File: config.mk
export PLATFORM = sky130hd
export DESIGN_NAME = pid_with_clamps
export DESIGN_NICKNAME = d
export VERILOG_FILES = /design/src/design/pwc_pkg.sv /design/src/design/pwc_dp.sv /design/src/design/pwc_ctrl.sv /design/src/design/pid_with_clamps.sv
export SDC_FILE = /design/constraint.sdc
export NUM_CORES = 1
export LEC_CHECK = 0
export CAP_MARGIN = 20
export CORE_UTILIZATION = 25
export CTS_BUF_LIST = sky130_fd_sc_hd__clkbuf_16
export CTS_CLUSTER_SIZE = 14
export DETAILED_ROUTE_END_ITERATION = 6
export DONT_BUFFER_PORTS = 1
export HOLD_SLACK_MARGIN = 0.15
export PLACE_DENSITY_LB_ADDON = 0.25
export SETUP_SLACK_MARGIN = 0.4
export SLEW_MARGIN = 20
export SYNTH_ARGS = -nofsm -noshare
export SYNTH_HDL_FRONTEND = slang
export SYNTH_SLANG_ARGS = --single-unit
File: constraint.sdc
create_clock -name i_clk -period 22.3 [get_ports i_clk]
set_clock_uncertainty 0.05 [all_clocks]
set_input_delay 0 -clock i_clk [delete_from_list [all_inputs] [get_ports i_clk]]
set_output_delay 0 -clock i_clk [all_outputs]
set_load 0.1 [all_outputs]
File: src/design/pwc_pkg.sv
// ----------------------------------------------------------------------------
// pwc_pkg: shared types and constants for the clamped PID controller
// Holds the controller states, the datapath command and status groups,
// the register indexes and the fixed-point limits.
// ----------------------------------------------------------------------------
package pwc_pkg;

    localparam int ERR_W   = 16;   // error, signed Q11.4
    localparam int TS_W    = 16;   // time step, unsigned Q4.12
    localparam int GAIN_W  = 16;   // gains, signed Q8.8
    localparam int INTEG_W = 18;   // integral, signed Q9.8
    localparam int DRIVE_W = 11;   // drive, signed integer
    localparam int MUL_A_W = 17;
    localparam int MUL_B_W = 18;
    localparam int PROD_W  = MUL_A_W + MUL_B_W;
    localparam int ISUM_W  = 27;   // integral plus floored product
    localparam int SUM_W   = 40;   // Q.16 sum of the three terms
    localparam int CFG_A_W = 2;

    localparam int INTEG_LIMIT = 128000;  // 500.0 in Q.8
    localparam int DRIVE_LIMIT = 999;

    typedef enum logic [CFG_A_W-1:0] {
        CFG_PROP_GAIN  = 2'd0,
        CFG_INTEG_GAIN = 2'd1,
        CFG_DERIV_GAIN = 2'd2
    } t_cfg_idx;

    typedef enum logic [2:0] {
        ST_IDLE,
        ST_MUL_P,
        ST_MUL_I,
        ST_MUL_D,
        ST_FINAL
    } t_state;

    typedef enum logic [1:0] {
        MUL_ERR_TS,
        MUL_KP_ERR,
        MUL_KI_INT,
        MUL_KD_DIFF
    } t_mul_sel;

    typedef struct packed {
        logic     load_in;    // capture a new beat, start error times step
        logic     upd_integ;  // fold the product into the clamped integral
        logic     sum_init;   // start the sum with the proportional term
        logic     sum_acc;    // add the integral term
        logic     upd_prev;   // store the error as the last error
        logic     load_out;   // write the saturated drive to the output
        t_mul_sel mul_sel;
    } t_dp_cmd;

    typedef struct packed {
        logic out_valid;
    } t_dp_stat;

endpackage

File: src/design/pwc_dp.sv
// ----------------------------------------------------------------------------
// pwc_dp: datapath of the clamped PID controller
// Gain registers, one shared signed multiplier with a product register,
// the integral and last-error state, the sum accumulator and the output
// register.
// ----------------------------------------------------------------------------
module pwc_dp import pwc_pkg::*; (
    input  logic                 i_clk,
    input  logic                 i_rst_n,
    input  logic                 i_cfg_we,
    input  logic [CFG_A_W-1:0]   i_cfg_addr,
    input  logic [GAIN_W-1:0]    i_cfg_wdata,
    input  logic [ERR_W-1:0]     i_error_in,
    input  logic [TS_W-1:0]      i_time_step,
    input  logic                 i_out_ready,
    input  t_dp_cmd              i_cmd,
    output t_dp_stat             o_stat,
    output logic [DRIVE_W-1:0]   o_drive
);

    localparam logic signed [ISUM_W-1:0] IntegHi = ISUM_W'(INTEG_LIMIT);
    localparam logic signed [ISUM_W-1:0] IntegLo = -IntegHi;
    localparam logic signed [SUM_W-17:0] DriveHi = (SUM_W-16)'(DRIVE_LIMIT);
    localparam logic signed [SUM_W-17:0] DriveLo = -DriveHi;

    logic signed [GAIN_W-1:0]  r_kp, r_ki, r_kd;
    logic signed [ERR_W-1:0]   r_err, r_prev;
    logic signed [INTEG_W-1:0] r_integ, n_integ;
    logic signed [PROD_W-1:0]  r_prod;
    logic signed [SUM_W-1:0]   r_sum;
    logic [DRIVE_W-1:0]        r_drive, n_drive;
    logic                      r_out_valid;

    logic signed [MUL_A_W-1:0] mul_a;
    logic signed [MUL_B_W-1:0] mul_b;
    logic signed [PROD_W-1:0]  mul_p;
    logic signed [ERR_W:0]     err_diff;
    logic signed [ISUM_W-1:0]  integ_sum;
    logic signed [SUM_W-1:0]   prod_ext, prod_x16, total;
    logic signed [SUM_W-17:0]  drive_q;

    assign err_diff = {r_err[ERR_W-1], r_err} - {r_prev[ERR_W-1], r_prev};

    always_comb begin
        unique case (i_cmd.mul_sel)
            MUL_ERR_TS: begin
                mul_a = {i_error_in[ERR_W-1], i_error_in};
                mul_b = {2'b00, i_time_step};
            end
            MUL_KP_ERR: begin
                mul_a = {r_kp[GAIN_W-1], r_kp};
                mul_b = {{2{r_err[ERR_W-1]}}, r_err};
            end
            MUL_KI_INT: begin
                mul_a = {r_ki[GAIN_W-1], r_ki};
                mul_b = r_integ;
            end
            MUL_KD_DIFF: begin
                mul_a = {r_kd[GAIN_W-1], r_kd};
                mul_b = {err_diff[ERR_W], err_diff};
            end
            default: begin
                mul_a = '0;
                mul_b = '0;
            end
        endcase
    end

    assign mul_p = mul_a * mul_b;

    // Floor of the Q.16 product to Q.8 is an arithmetic drop of 8 bits.
    assign integ_sum = {{(ISUM_W-INTEG_W){r_integ[INTEG_W-1]}}, r_integ}
                     + signed'(r_prod[PROD_W-1:8]);

    always_comb begin
        if (integ_sum > IntegHi) begin
            n_integ = INTEG_W'(IntegHi);
        end else if (integ_sum < IntegLo) begin
            n_integ = INTEG_W'(IntegLo);
        end else begin
            n_integ = integ_sum[INTEG_W-1:0];
        end
    end

    assign prod_ext = {{(SUM_W-PROD_W){r_prod[PROD_W-1]}}, r_prod};
    assign prod_x16 = {prod_ext[SUM_W-5:0], 4'b0000};
    assign total    = r_sum + prod_x16;
    assign drive_q  = signed'(total[SUM_W-1:16]);

    always_comb begin
        if (drive_q > DriveHi) begin
            n_drive = DRIVE_W'(DriveHi);
        end else if (drive_q < DriveLo) begin
            n_drive = DRIVE_W'(DriveLo);
        end else begin
            n_drive = drive_q[DRIVE_W-1:0];
        end
    end

    always_ff @(posedge i_clk) begin
        if (!i_rst_n) begin
            r_kp        <= '0;
            r_ki        <= '0;
            r_kd        <= '0;
            r_integ     <= '0;
            r_prev      <= '0;
            r_out_valid <= 1'b0;
        end else begin
            if (i_cfg_we) begin
                case (i_cfg_addr)
                    CFG_PROP_GAIN:  r_kp <= i_cfg_wdata;
                    CFG_INTEG_GAIN: r_ki <= i_cfg_wdata;
                    CFG_DERIV_GAIN: r_kd <= i_cfg_wdata;
                    default: ;
                endcase
            end
            if (i_cmd.upd_integ) begin
                r_integ <= n_integ;
            end
            if (i_cmd.upd_prev) begin
                r_prev <= r_err;
            end
            priority if (i_cmd.load_out) begin
                r_out_valid <= 1'b1;
            end else if (i_out_ready) begin
                r_out_valid <= 1'b0;
            end
        end
    end

    always_ff @(posedge i_clk) begin
        r_prod <= mul_p;
        if (i_cmd.load_in) begin
            r_err <= i_error_in;
        end
        if (i_cmd.sum_init) begin
            r_sum <= prod_x16;
        end else if (i_cmd.sum_acc) begin
            r_sum <= r_sum + prod_ext;
        end
        if (i_cmd.load_out) begin
            r_drive <= n_drive;
        end
    end

    assign o_stat.out_valid = r_out_valid;
    assign o_drive          = r_drive;

endmodule

File: src/design/pwc_ctrl.sv
// ----------------------------------------------------------------------------
// pwc_ctrl: sequencer of the clamped PID controller
// Steps the shared multiplier through its four products per beat and
// decides when a beat is taken and when the drive is written out.
// ----------------------------------------------------------------------------
module pwc_ctrl import pwc_pkg::*; (
    input  logic     i_clk,
    input  logic     i_rst_n,
    input  logic     i_in_valid,
    input  logic     i_out_ready,
    input  t_dp_stat i_stat,
    output logic     o_in_ready,
    output t_dp_cmd  o_cmd
);

    t_state r_state, n_state;
    logic   out_free;

    assign out_free = !i_stat.out_valid || i_out_ready;

    always_ff @(posedge i_clk) begin
        if (!i_rst_n) begin
            r_state <= ST_IDLE;
        end else begin
            r_state <= n_state;
        end
    end

    always_comb begin
        n_state     = r_state;
        o_cmd       = '0;
        o_cmd.mul_sel = MUL_ERR_TS;
        o_in_ready  = 1'b0;
        unique case (r_state)
            ST_IDLE: begin
                o_in_ready = 1'b1;
                if (i_in_valid) begin
                    o_cmd.load_in = 1'b1;
                    n_state       = ST_MUL_P;
                end
            end
            ST_MUL_P: begin
                o_cmd.upd_integ = 1'b1;
                o_cmd.mul_sel   = MUL_KP_ERR;
                n_state         = ST_MUL_I;
            end
            ST_MUL_I: begin
                o_cmd.sum_init = 1'b1;
                o_cmd.mul_sel  = MUL_KI_INT;
                n_state        = ST_MUL_D;
            end
            ST_MUL_D: begin
                o_cmd.sum_acc  = 1'b1;
                o_cmd.mul_sel  = MUL_KD_DIFF;
                n_state        = ST_FINAL;
            end
            ST_FINAL: begin
                // While the output is blocked the derivative product is formed
                // again each cycle, so the product register keeps it. The last
                // error moves only once the drive is written.
                o_cmd.mul_sel = MUL_KD_DIFF;
                if (out_free) begin
                    o_cmd.load_out = 1'b1;
                    o_cmd.upd_prev = 1'b1;
                    o_cmd.mul_sel  = MUL_ERR_TS;
                    o_in_ready     = 1'b1;
                    if (i_in_valid) begin
                        o_cmd.load_in = 1'b1;
                        n_state       = ST_MUL_P;
                    end else begin
                        n_state = ST_IDLE;
                    end
                end
            end
            default: begin
                n_state = ST_IDLE;
            end
        endcase
    end

endmodule

File: src/design/pid_with_clamps.sv
// ----------------------------------------------------------------------------
// pid_with_clamps: positional PID controller with anti-windup clamp
// Each input beat carries an error (signed Q11.4) and a time step
// (unsigned Q4.12). The block updates a clamped integral and returns one
// saturated integer drive beat per input beat.
//
// Usage:
//   The input channel (i_in_valid / o_in_ready) carries i_error_in and
//   i_time_step. The output channel (o_out_valid / i_out_ready) carries
//   o_drive. Gains are written through i_cfg_we / i_cfg_addr / i_cfg_wdata
//   while the block is idle; index 0 is the proportional gain, 1 the
//   integral gain and 2 the derivative gain, and index 3 is ignored.
//   The single shared multiplier forms error times step and the three
//   gain products in turn, so a new beat is not taken before the last
//   one is finished. A new beat is taken in the same cycle that the drive
//   is written to the output register, so back-to-back beats do not
//   wait in the idle step.
//   Reset (synchronous, active low) clears the gains, the integral, the
//   last error and the output valid.
//   When the receiver stalls, the finished drive waits in the output
//   register; the block still finishes the beat it holds and then waits
//   in its last step, with o_in_ready low, until the output is free.
// ----------------------------------------------------------------------------
module pid_with_clamps import pwc_pkg::*; (
    input  logic               i_clk,
    input  logic               i_rst_n,
    // Configuration write port
    input  logic               i_cfg_we,
    input  logic [CFG_A_W-1:0] i_cfg_addr,
    input  logic [GAIN_W-1:0]  i_cfg_wdata,
    // Input channel
    input  logic               i_in_valid,
    output logic               o_in_ready,
    input  logic [ERR_W-1:0]   i_error_in,
    input  logic [TS_W-1:0]    i_time_step,
    // Output channel
    output logic               o_out_valid,
    input  logic               i_out_ready,
    output logic [DRIVE_W-1:0] o_drive
);

    // Commands from the sequencer and status back from the datapath are
    // the only connection between the two halves.
    t_dp_cmd  dp_cmd;
    t_dp_stat dp_stat;

    // The sequencer walks these steps per beat: take the beat while the
    // multiplier forms error times step, then the proportional, integral
    // and derivative products, and finally the floor and saturation.
    pwc_ctrl u_ctrl (
        .i_clk       (i_clk),
        .i_rst_n     (i_rst_n),
        .i_in_valid  (i_in_valid),
        .i_out_ready (i_out_ready),
        .i_stat      (dp_stat),
        .o_in_ready  (o_in_ready),
        .o_cmd       (dp_cmd)
    );

    // The datapath holds the gains and the controller state. All terms are
    // summed exactly in Q.16 before the final floor, so only the output
    // clamp limits the drive.
    pwc_dp u_dp (
        .i_clk       (i_clk),
        .i_rst_n     (i_rst_n),
        .i_cfg_we    (i_cfg_we),
        .i_cfg_addr  (i_cfg_addr),
        .i_cfg_wdata (i_cfg_wdata),
        .i_error_in  (i_error_in),
        .i_time_step (i_time_step),
        .i_out_ready (i_out_ready),
        .i_cmd       (dp_cmd),
        .o_stat      (dp_stat),
        .o_drive     (o_drive)
    );

    assign o_out_valid = dp_stat.out_valid;

endmodule

==> reports/metrics.sh, run 1 <==
ARRIVAL_NS=10.51
GRT_OVERFLOW=0
SYNTHESIS.NETS=3603
WORST-R2R-SETUP-SLACK_NS=12.16
FILLERINSTANCES=11000
YOSYS_REGISTER_BITS=188
FINALSETUPVIOLCOUNT=0
RSZ0062_AT_GRT='no'
SYNTH_CELL_TYPE_COUNT=111
CRIT_PATH_END='u_dp.r_prod[31]'
CTS_ROOT_BUF='sky130_fd_sc_hd__clkbuf_16'
ROWS=116
WL_PER_CELL_UM=19.2
WORST_MIN_DELAY_PATH_CLASS='in2reg'
REG2REG_TO='u_dp.r_prod[31]'
YOSYS_MOST_USED_DFF='sky130_fd_sc_hd__dfxtp_1'
TIMING_WORST_SLEW_PIN_VALUE_NS=1.18
FLOORPLAN.DIE.HEIGHT_UM=321
PATH_MAX_FANOUT=29
CTS-HTREE-LEVELS=4
AREA.GROWTH.SYNTH_TO_FINAL_PCT=11.1
MAX-CAP-VIOLATIONS=0
PORT_BUFFERS=0
CPMOSTUSEDCELL='sky130_fd_sc_hd__fa_1'
OUTCOME='finished, violations left'
SYNTH.YOSYS.SEQ_AREA_SHARE=0.173
CLOCK-SINKS=188
PIN_COUNT_OF_THE_BIGGEST_NET_ENTERING_GLOBAL_ROUTING=69
TIMING.RR.START='u_dp.o_stat'
DIE_WIDTH_UM=321
CTS.REPAIR_TIMING.SETUP_BUFFER_COUNT=0
FIRSTDRTPASSITERS=7
IO_PINS=68
FINALWORSTPATHREQUIREDPERIOD_NS=10.14
PER_CELL_VIA_COUNT_IN_THE_ROUTED_DESIGN=4.82
DETAILED_PLACE_HPWL_UM=68100
DRT_FIRST_ITER_VIOLATIONS=1627
SYNTHARSTFLOPSHARE=0
FIN_NETS=3619
FINALMAXSLEWVIOLATIONS=0
VIOLATIONS='design-rule violations'
CRIT_REQUIRED_NS=22.68
ROUTE.DETAILED.DRC=4
GRT_USE_TOTAL=0.165
SETUP.WORST_PATH.END_CLASS='register'
YS_WARN_COUNT=0
INSTANCE_COUNT_OF_THE_MAPPED_NETLIST=3033
DRT.ANTENNA.VIOLATING_NETS=0
CTS_TREE='built'
VIA_COUNT_OF_THE_FIRST_GLOBAL_ROUTING_PASS=21200
DRIVE_ABOVE_1_SHARE=0.0477
AVGSYNTHCELLAREA_UM2=8.38
FMAXACHIEVABLE_MHz=98.6
NUMBER_OF_ANTENNA_VIOLATIONS_AT_THE_FIRST_CHECK_IN_GLOBAL_ROUTING=4
INITIAL_UTILIZATION=0.253
MAX_SLEW_MARGIN=0.214
VIA_COUNT=21300
CLK_PIN_SLEW_WORST_PATHS_NS=0.08
DRT_WL_TOTAL_UM=84800
PERIOD_SHARE=0.455
WORST_SETUP_PATH_STARTPOINT='u_dp.o_stat'
WORST_SKEW_PAIR.LATE_LATENCY_NS=0.49
CRIT_PATH_TOP_DELAY_CELL='sky130_fd_sc_hd__dfxtp_1'
NUMBER_OF_SYNTHESIZED_FLOPS_WITH_AN_ENABLE_PIN=63
SUMMED_INSTANCE_AREA_OF_THE_SYNTHESIZED_NETLIST_UM2=25400
HOLD_VIOLATIONS=0
REG2REG_DEPTH=28
CLOCK_BUFFER_COUNT_FROM_CTS=17
GRT_FIRST_PASS_WIRELENGTH_UM=129000
DIEAREA_UM2=103000
CPPEAKSTAGEDELAY_NS=1.02
CORE_UM2=100000
FIN_UTIL=0.281
CTS.PATH.MAX_BUFFERS=2
CRITPATHLAUNCHTYPE='register'
PLACE.GP.CONGESTION=0.904
TNS_NS=0
WORST-SETUP-PATH-TYPE='reg2reg'
==> per-stage QoR <==
stage | hold WS, ns | instances | setup slack [ns] | area [µm²]
after floorplan | 0.0489 | 3033 | 13.49 | 25400
after global placement | 0.0493 | 4316 | 12.08 | 26900
after detailed placement | 0.0493 | 4316 | 11.92 | 26900
after CTS | 0.168 | 4418 | 11.91 | 28200
after global routing | 0.192 | 4422 | 11.59 | 28200
final | 0.210 | 4422 | 12.16 | 28200
==> how the worst min path moves through the flow <==
stage / start / to / cells after the start
5_1_grt: i_error_in[3] / u_dp.r_err[3] / 1
6_report: i_cfg_wdata[2] / u_dp.r_kd[2] / 3
2_1_floorplan: i_error_in[0] / u_dp.r_err[0] / 0
3_5_place_dp: i_error_in[6] / u_dp.r_err[6] / 0
4_1_cts: i_cfg_wdata[13] / u_dp.r_kd[13] / 3
3_3_place_gp: i_error_in[6] / u_dp.r_err[6] / 0
==> layout make-up <==
type	instances	area (µm²)	share of cell area
Inverter	441	1660	0.0586
Antenna cell	3	7.51	0.000266
Timing Repair Buffer	107	978	0.0347
Tap cell	1357	1700	0.0601
Sequential cell	188	4390	0.156
Clock inverter	14	125	0.00443
Multi-Input combinational cell	2294	18900	0.670
Clock buffer	18	450	0.0160
==> routing by layer <==
| metal | share of wire | track usage | vias up |
|---|---|---|---|
| met1 | 0.47 | 0.229 | 10400 |
| met2 | 0.43 | 0.249 | 624 |
| met3 | 0.073 | 0.0390 | 107 |
| met4 | 0.030 | 0.0554 | 0 |
| met5 | 0 | 0 | - |
| li1 | - | - | 10200 |
==> sequential cells by signal, summed over array words and instances, names as in the netlist <==
name / count
u_dp.r_integ: 18
u_dp.r_sum: 40
u_dp.r_kd: 16
u_dp.r_prod: 35
u_dp.o_stat: 1
u_dp.r_prev: 16
u_dp.o_drive: 11
u_ctrl.r_state: 3
u_dp.r_err: 16
u_dp.r_ki: 16
u_dp.r_kp: 16
==> synthesized netlist by cell type, types with 8 or more instances <==
cell type / number / share of area
sky130_fd_sc_hd__a211o_1: 8 / 0.0028
sky130_fd_sc_hd__a211oi_1: 17 / 0.0050
sky130_fd_sc_hd__a21boi_0: 12 / 0.0035
sky130_fd_sc_hd__a21o_1: 47 / 0.014
sky130_fd_sc_hd__a21oi_1: 220 / 0.043
sky130_fd_sc_hd__a222oi_1: 11 / 0.0043
sky130_fd_sc_hd__a22oi_1: 10 / 0.0030
sky130_fd_sc_hd__a31oi_1: 13 / 0.0032
sky130_fd_sc_hd__a32o_2: 8 / 0.0035
sky130_fd_sc_hd__and2_1: 23 / 0.0057
sky130_fd_sc_hd__and3_1: 19 / 0.0047
sky130_fd_sc_hd__buf_1: 9 / 0.0013
sky130_fd_sc_hd__buf_2: 9 / 0.0018
sky130_fd_sc_hd__clkbuf_1: 85 / 0.013
sky130_fd_sc_hd__dfxtp_1: 125 / 0.098
sky130_fd_sc_hd__edfxtp_1: 63 / 0.074
sky130_fd_sc_hd__fa_1: 314 / 0.25
sky130_fd_sc_hd__ha_1: 201 / 0.099
sky130_fd_sc_hd__inv_1: 438 / 0.065
sky130_fd_sc_hd__mux2i_1: 9 / 0.0035
sky130_fd_sc_hd__nand2_1: 409 / 0.060
sky130_fd_sc_hd__nand2b_1: 30 / 0.0074
sky130_fd_sc_hd__nand3_1: 50 / 0.0098
sky130_fd_sc_hd__nand3b_1: 9 / 0.0027
sky130_fd_sc_hd__nand4_1: 17 / 0.0042
sky130_fd_sc_hd__nor2_1: 262 / 0.039
sky130_fd_sc_hd__nor2b_1: 22 / 0.0054
sky130_fd_sc_hd__nor3_1: 46 / 0.0091
sky130_fd_sc_hd__nor3b_1: 11 / 0.0032
sky130_fd_sc_hd__nor4_1: 10 / 0.0025
sky130_fd_sc_hd__o2111ai_1: 10 / 0.0034
sky130_fd_sc_hd__o211ai_1: 12 / 0.0035
sky130_fd_sc_hd__o21a_1: 37 / 0.011
sky130_fd_sc_hd__o21ai_0: 117 / 0.023
sky130_fd_sc_hd__o21ai_1: 22 / 0.0043
sky130_fd_sc_hd__o21bai_1: 14 / 0.0041
sky130_fd_sc_hd__o31ai_1: 20 / 0.0059
sky130_fd_sc_hd__or2_2: 13 / 0.0032
sky130_fd_sc_hd__or3_1: 17 / 0.0042
sky130_fd_sc_hd__xnor2_1: 76 / 0.026
sky130_fd_sc_hd__xor2_1: 35 / 0.012
==> layout by cell type, fill, tap and decap left out, types with 63 or more instances in the layout <==
master and n:
sky130_fd_sc_hd__inv_1 439, sky130_fd_sc_hd__nand2_1 408, sky130_fd_sc_hd__fa_1 314, sky130_fd_sc_hd__nor2_1 260, sky130_fd_sc_hd__a21oi_1 220, sky130_fd_sc_hd__ha_1 201
sky130_fd_sc_hd__dfxtp_1 125, sky130_fd_sc_hd__o21ai_0 117, sky130_fd_sc_hd__xnor2_1 76, sky130_fd_sc_hd__dlygate4sd3_1 70, sky130_fd_sc_hd__edfxtp_1 63
==> timing repair <==
item | CTS | global route
hold buffers | 70 | 0
resized for setup | 0 | 0
hold endpoints to repair | 104 | 0
==> worst max-delay path: cells and delay by family, from the launching register on <==
family,cells,cell delay [ns]
AND/OR/NAND/NOR,6,1.97
buffers and inverters,4,1.08
AO/OA/AOI/OAI,10,2.33
adder cells (fa/ha/maj),7,3.49
XOR/XNOR,1,0.12
flip-flops,1,1.02
==> logic make-up after synthesis <==
family,share of synthesized area
buf+inv,0.0836
compound gates,0.182
flops,0.173
fa+ha+maj,0.346
mux,0.00399
simple gates,0.173
xor+xnor,0.0382
Power of run 1 is not shown: default switching activity piles up to over one toggle a cycle in this logic, so the estimate is an artifact.
==> run 2, diff against run 1 <==
Clock period 22.3 ns to 10.25 ns, I/O delays scaled along.
==> reports/metrics.sh, run 2 (same netlist as run 1, synthesis figures left out) <==
CPMOSTUSEDCELL='sky130_fd_sc_hd__fa_1'
CTS-HTREE-LEVELS=4  # unchanged
CLOCK-SINKS=188  # unchanged
WORST_HOLD_STARTPOINT='i_cfg_wdata[11]'
CTS_TREE='built'
PLACE.GP.CONGESTION=0.905  # +0.13%
WORST_MIN_DELAY_PATH_CLASS='in2reg'
CTS.PATH.MAX_BUFFERS=2  # unchanged
CLK_PIN_SLEW_WORST_PATHS_NS=0.08  # about the same
GRT_OVERFLOW=0  # unchanged
TOP_REGS='u_dp.r_sum: 40 flops, u_dp.r_prod: 35 flops, u_dp.r_integ: 18 flops'
LARGEST_REGISTER_FF_COUNT=40  # unchanged
DIE_WIDTH_UM=321  # unchanged
MULTI_INPUT_AREA_UM2=18900  # about the same
ROUTE.DETAILED.DRC=0  # -4
TIMING_WORST_SLEW_PIN_VALUE_NS=1.06  # -0.121 ns
OUTCOME='finished clean'
FLOORPLAN.DIE.HEIGHT_UM=321  # unchanged
MAX_SLEW_MARGIN=0.291  # +0.0773
PERIOD_SHARE=0.905  # +0.450
WORSTPATHBUFFERINVERTERCOUNT=5  # +1
CLOCK_BUFFER_COUNT_FROM_CTS=17  # unchanged
DETAILED_PLACE_HPWL_UM=68000  # -0.14%
TIMING.CRITICAL_PATH.MAX_DELAY_FAMILY='adder cells'
VIA_COUNT=21300  # -0.056%
ROWS=116  # unchanged
LARGEST-REGISTER='u_dp.r_sum'
FINALSETUPVIOLCOUNT=0  # unchanged
PIN_COUNT_OF_THE_BIGGEST_NET_ENTERING_GLOBAL_ROUTING=69  # unchanged
FIRSTDRTPASSITERS=6  # -1
MAX-CAP-VIOLATIONS=0  # unchanged
REG2REG_DEPTH=33  # +18%
HOLD-PATH-CELL-COUNT=3  # unchanged
CRIT_REQUIRED_NS=10.63  # -12.05 ns
FILLERINSTANCES=11000  # +0.055%
PORT_BUFFERS=0  # unchanged
TNS_NS=0  # unchanged
CPPEAKSTAGEDELAY_NS=0.57  # -0.45 ns
WORST-R2R-SETUP-SLACK_NS=0.97  # -11.19 ns
FINAL_COMMON_CELL='sky130_fd_sc_hd__inv_1'
CORE_UM2=100000  # unchanged
WORST_SKEW_PAIR.LATE_LATENCY_NS=0.50  # about the same
RSZ0062_AT_GRT='no'
AREA.GROWTH.SYNTH_TO_FINAL_PCT=11.6
FINALWORSTPATHREQUIREDPERIOD_NS=9.28  # -0.862 ns
DRIVE_ABOVE_1_SHARE=0.0514  # +0.00373
VIA_COUNT_OF_THE_FIRST_GLOBAL_ROUTING_PASS=21300  # +0.44%
DRT_FIRST_ITER_VIOLATIONS=1466  # -9.9%
FINALMAXSLEWVIOLATIONS=0  # unchanged
PATH_MAX_FANOUT=10  # -66%
PER_CELL_VIA_COUNT_IN_THE_ROUTED_DESIGN=4.81  # -0.28%
WORST-SETUP-PATH-TYPE='reg2reg'
MOST_USED_CELLS_IN_THE_LAYOUT_EXCLUDING_FILL_AND_TAP_CELLS='438 x sky130_fd_sc_hd__inv_1, 408 x sky130_fd_sc_hd__nand2_1, 314 x sky130_fd_sc_hd__fa_1'
GRT_FIRST_PASS_WIRELENGTH_UM=129000  # +0.32%
DRT.ANTENNA.VIOLATING_NETS=0  # unchanged
TIMING.RR.START='u_dp.r_err[0]'
INITIAL_UTILIZATION=0.253  # unchanged
FINAL-SEQ-AREA_UM2=4390  # unchanged
SETUP.WORST_PATH.END_CLASS='register'
CRITPATHLAUNCHTYPE='register'
NUMBER_OF_ANTENNA_VIOLATIONS_AT_THE_FIRST_CHECK_IN_GLOBAL_ROUTING=4  # unchanged
CRIT_PATH_TOP_DELAY_CELL='sky130_fd_sc_hd__fa_1'
FMAXACHIEVABLE_MHz=108  # +9.3%
GRT_USE_TOTAL=0.164  # -0.000728
REG2REG_TO='u_dp.r_prod[31]'
WL_PER_CELL_UM=18.9  # -1.3%
DRT_WL_TOTAL_UM=83800  # -1.1%
TIMING.HOLD.WORST_ENDPOINT='u_dp.r_ki[11]'
ARRIVAL_NS=9.65  # -0.86 ns
DIEAREA_UM2=103000  # unchanged
FIN_NETS=3630  # +0.30%
HOLD_VIOLATIONS=0  # unchanged
CTS_ROOT_BUF='sky130_fd_sc_hd__clkbuf_16'
IO_PINS=68  # unchanged
## run 2: worst max path at each step
stage | startpoint | to | slack, ns | depth (start not counted)
final | u_dp.r_err[0] | u_dp.r_prod[31] | 0.97 | 33
after global routing | u_dp.r_err[0] | u_dp.r_prod[31] | 0.40 | 33
after CTS | u_dp.r_err[0] | u_dp.r_prod[32] | 0.78 | 33
after detailed placement | u_dp.r_err[0] | u_dp.r_prod[32] | 0.76 | 33
after global placement | u_dp.r_err[0] | u_dp.r_prod[32] | 0.96 | 33
after floorplan | u_ctrl.r_state[1] | u_dp.r_prod[31] | 1.44 | 30
## run 2: timing repair
action / 4_1_cts / 5_1_grt
hold buffers: 72 / 0
resized for setup: 0 / 3
hold endpoints to repair: 100 / 0
buffers inserted: 0 / 0
endpoints found under the setup margin: 0 / 4
## run 2: worst min-delay path, stage by stage
cell and delay, ns:
sky130_fd_sc_hd__dlygate4sd3_1 0.57, sky130_fd_sc_hd__nand2_1 0.07, sky130_fd_sc_hd__a21oi_1 0.05
## run 2: per-layer routing
layer,share of wire,vias up,track usage
li1,-,10200,-
met1,0.49,10500,0.237
met2,0.43,546,0.253
met3,0.060,66,0.0270
met4,0.018,0,0.0368
met5,0,-,0
## run 2: per-stage QoR
step / instance area [µm²] / instances / hold slack (ns) / utilization / setup WS [ns]
after global routing: 28400 / 4432 / 0.175 / 0.282 / 0.401
after floorplan: 25400 / 3033 / 0.0489 / - / 1.44
after global placement: 27000 / 4326 / 0.0491 / 0.269 / 0.960
after CTS: 28300 / 4430 / 0.158 / 0.282 / 0.779
final: 28400 / 4432 / 0.197 / 0.282 / 0.975
after detailed placement: 27000 / 4326 / 0.0492 / 0.269 / 0.762
## run 2: layout make-up
type / instances / share of cell area
diodes: 2 / 0.000176
repair buffers: 118 / 0.0376
flip-flops and latches: 188 / 0.155
clock buffers: 19 / 0.0168
inverters: 441 / 0.0584
clock inverters: 13 / 0.00437
multi-input cells: 2294 / 0.668
well taps: 1357 / 0.0599
Power of run 2 is left out for the same reason.
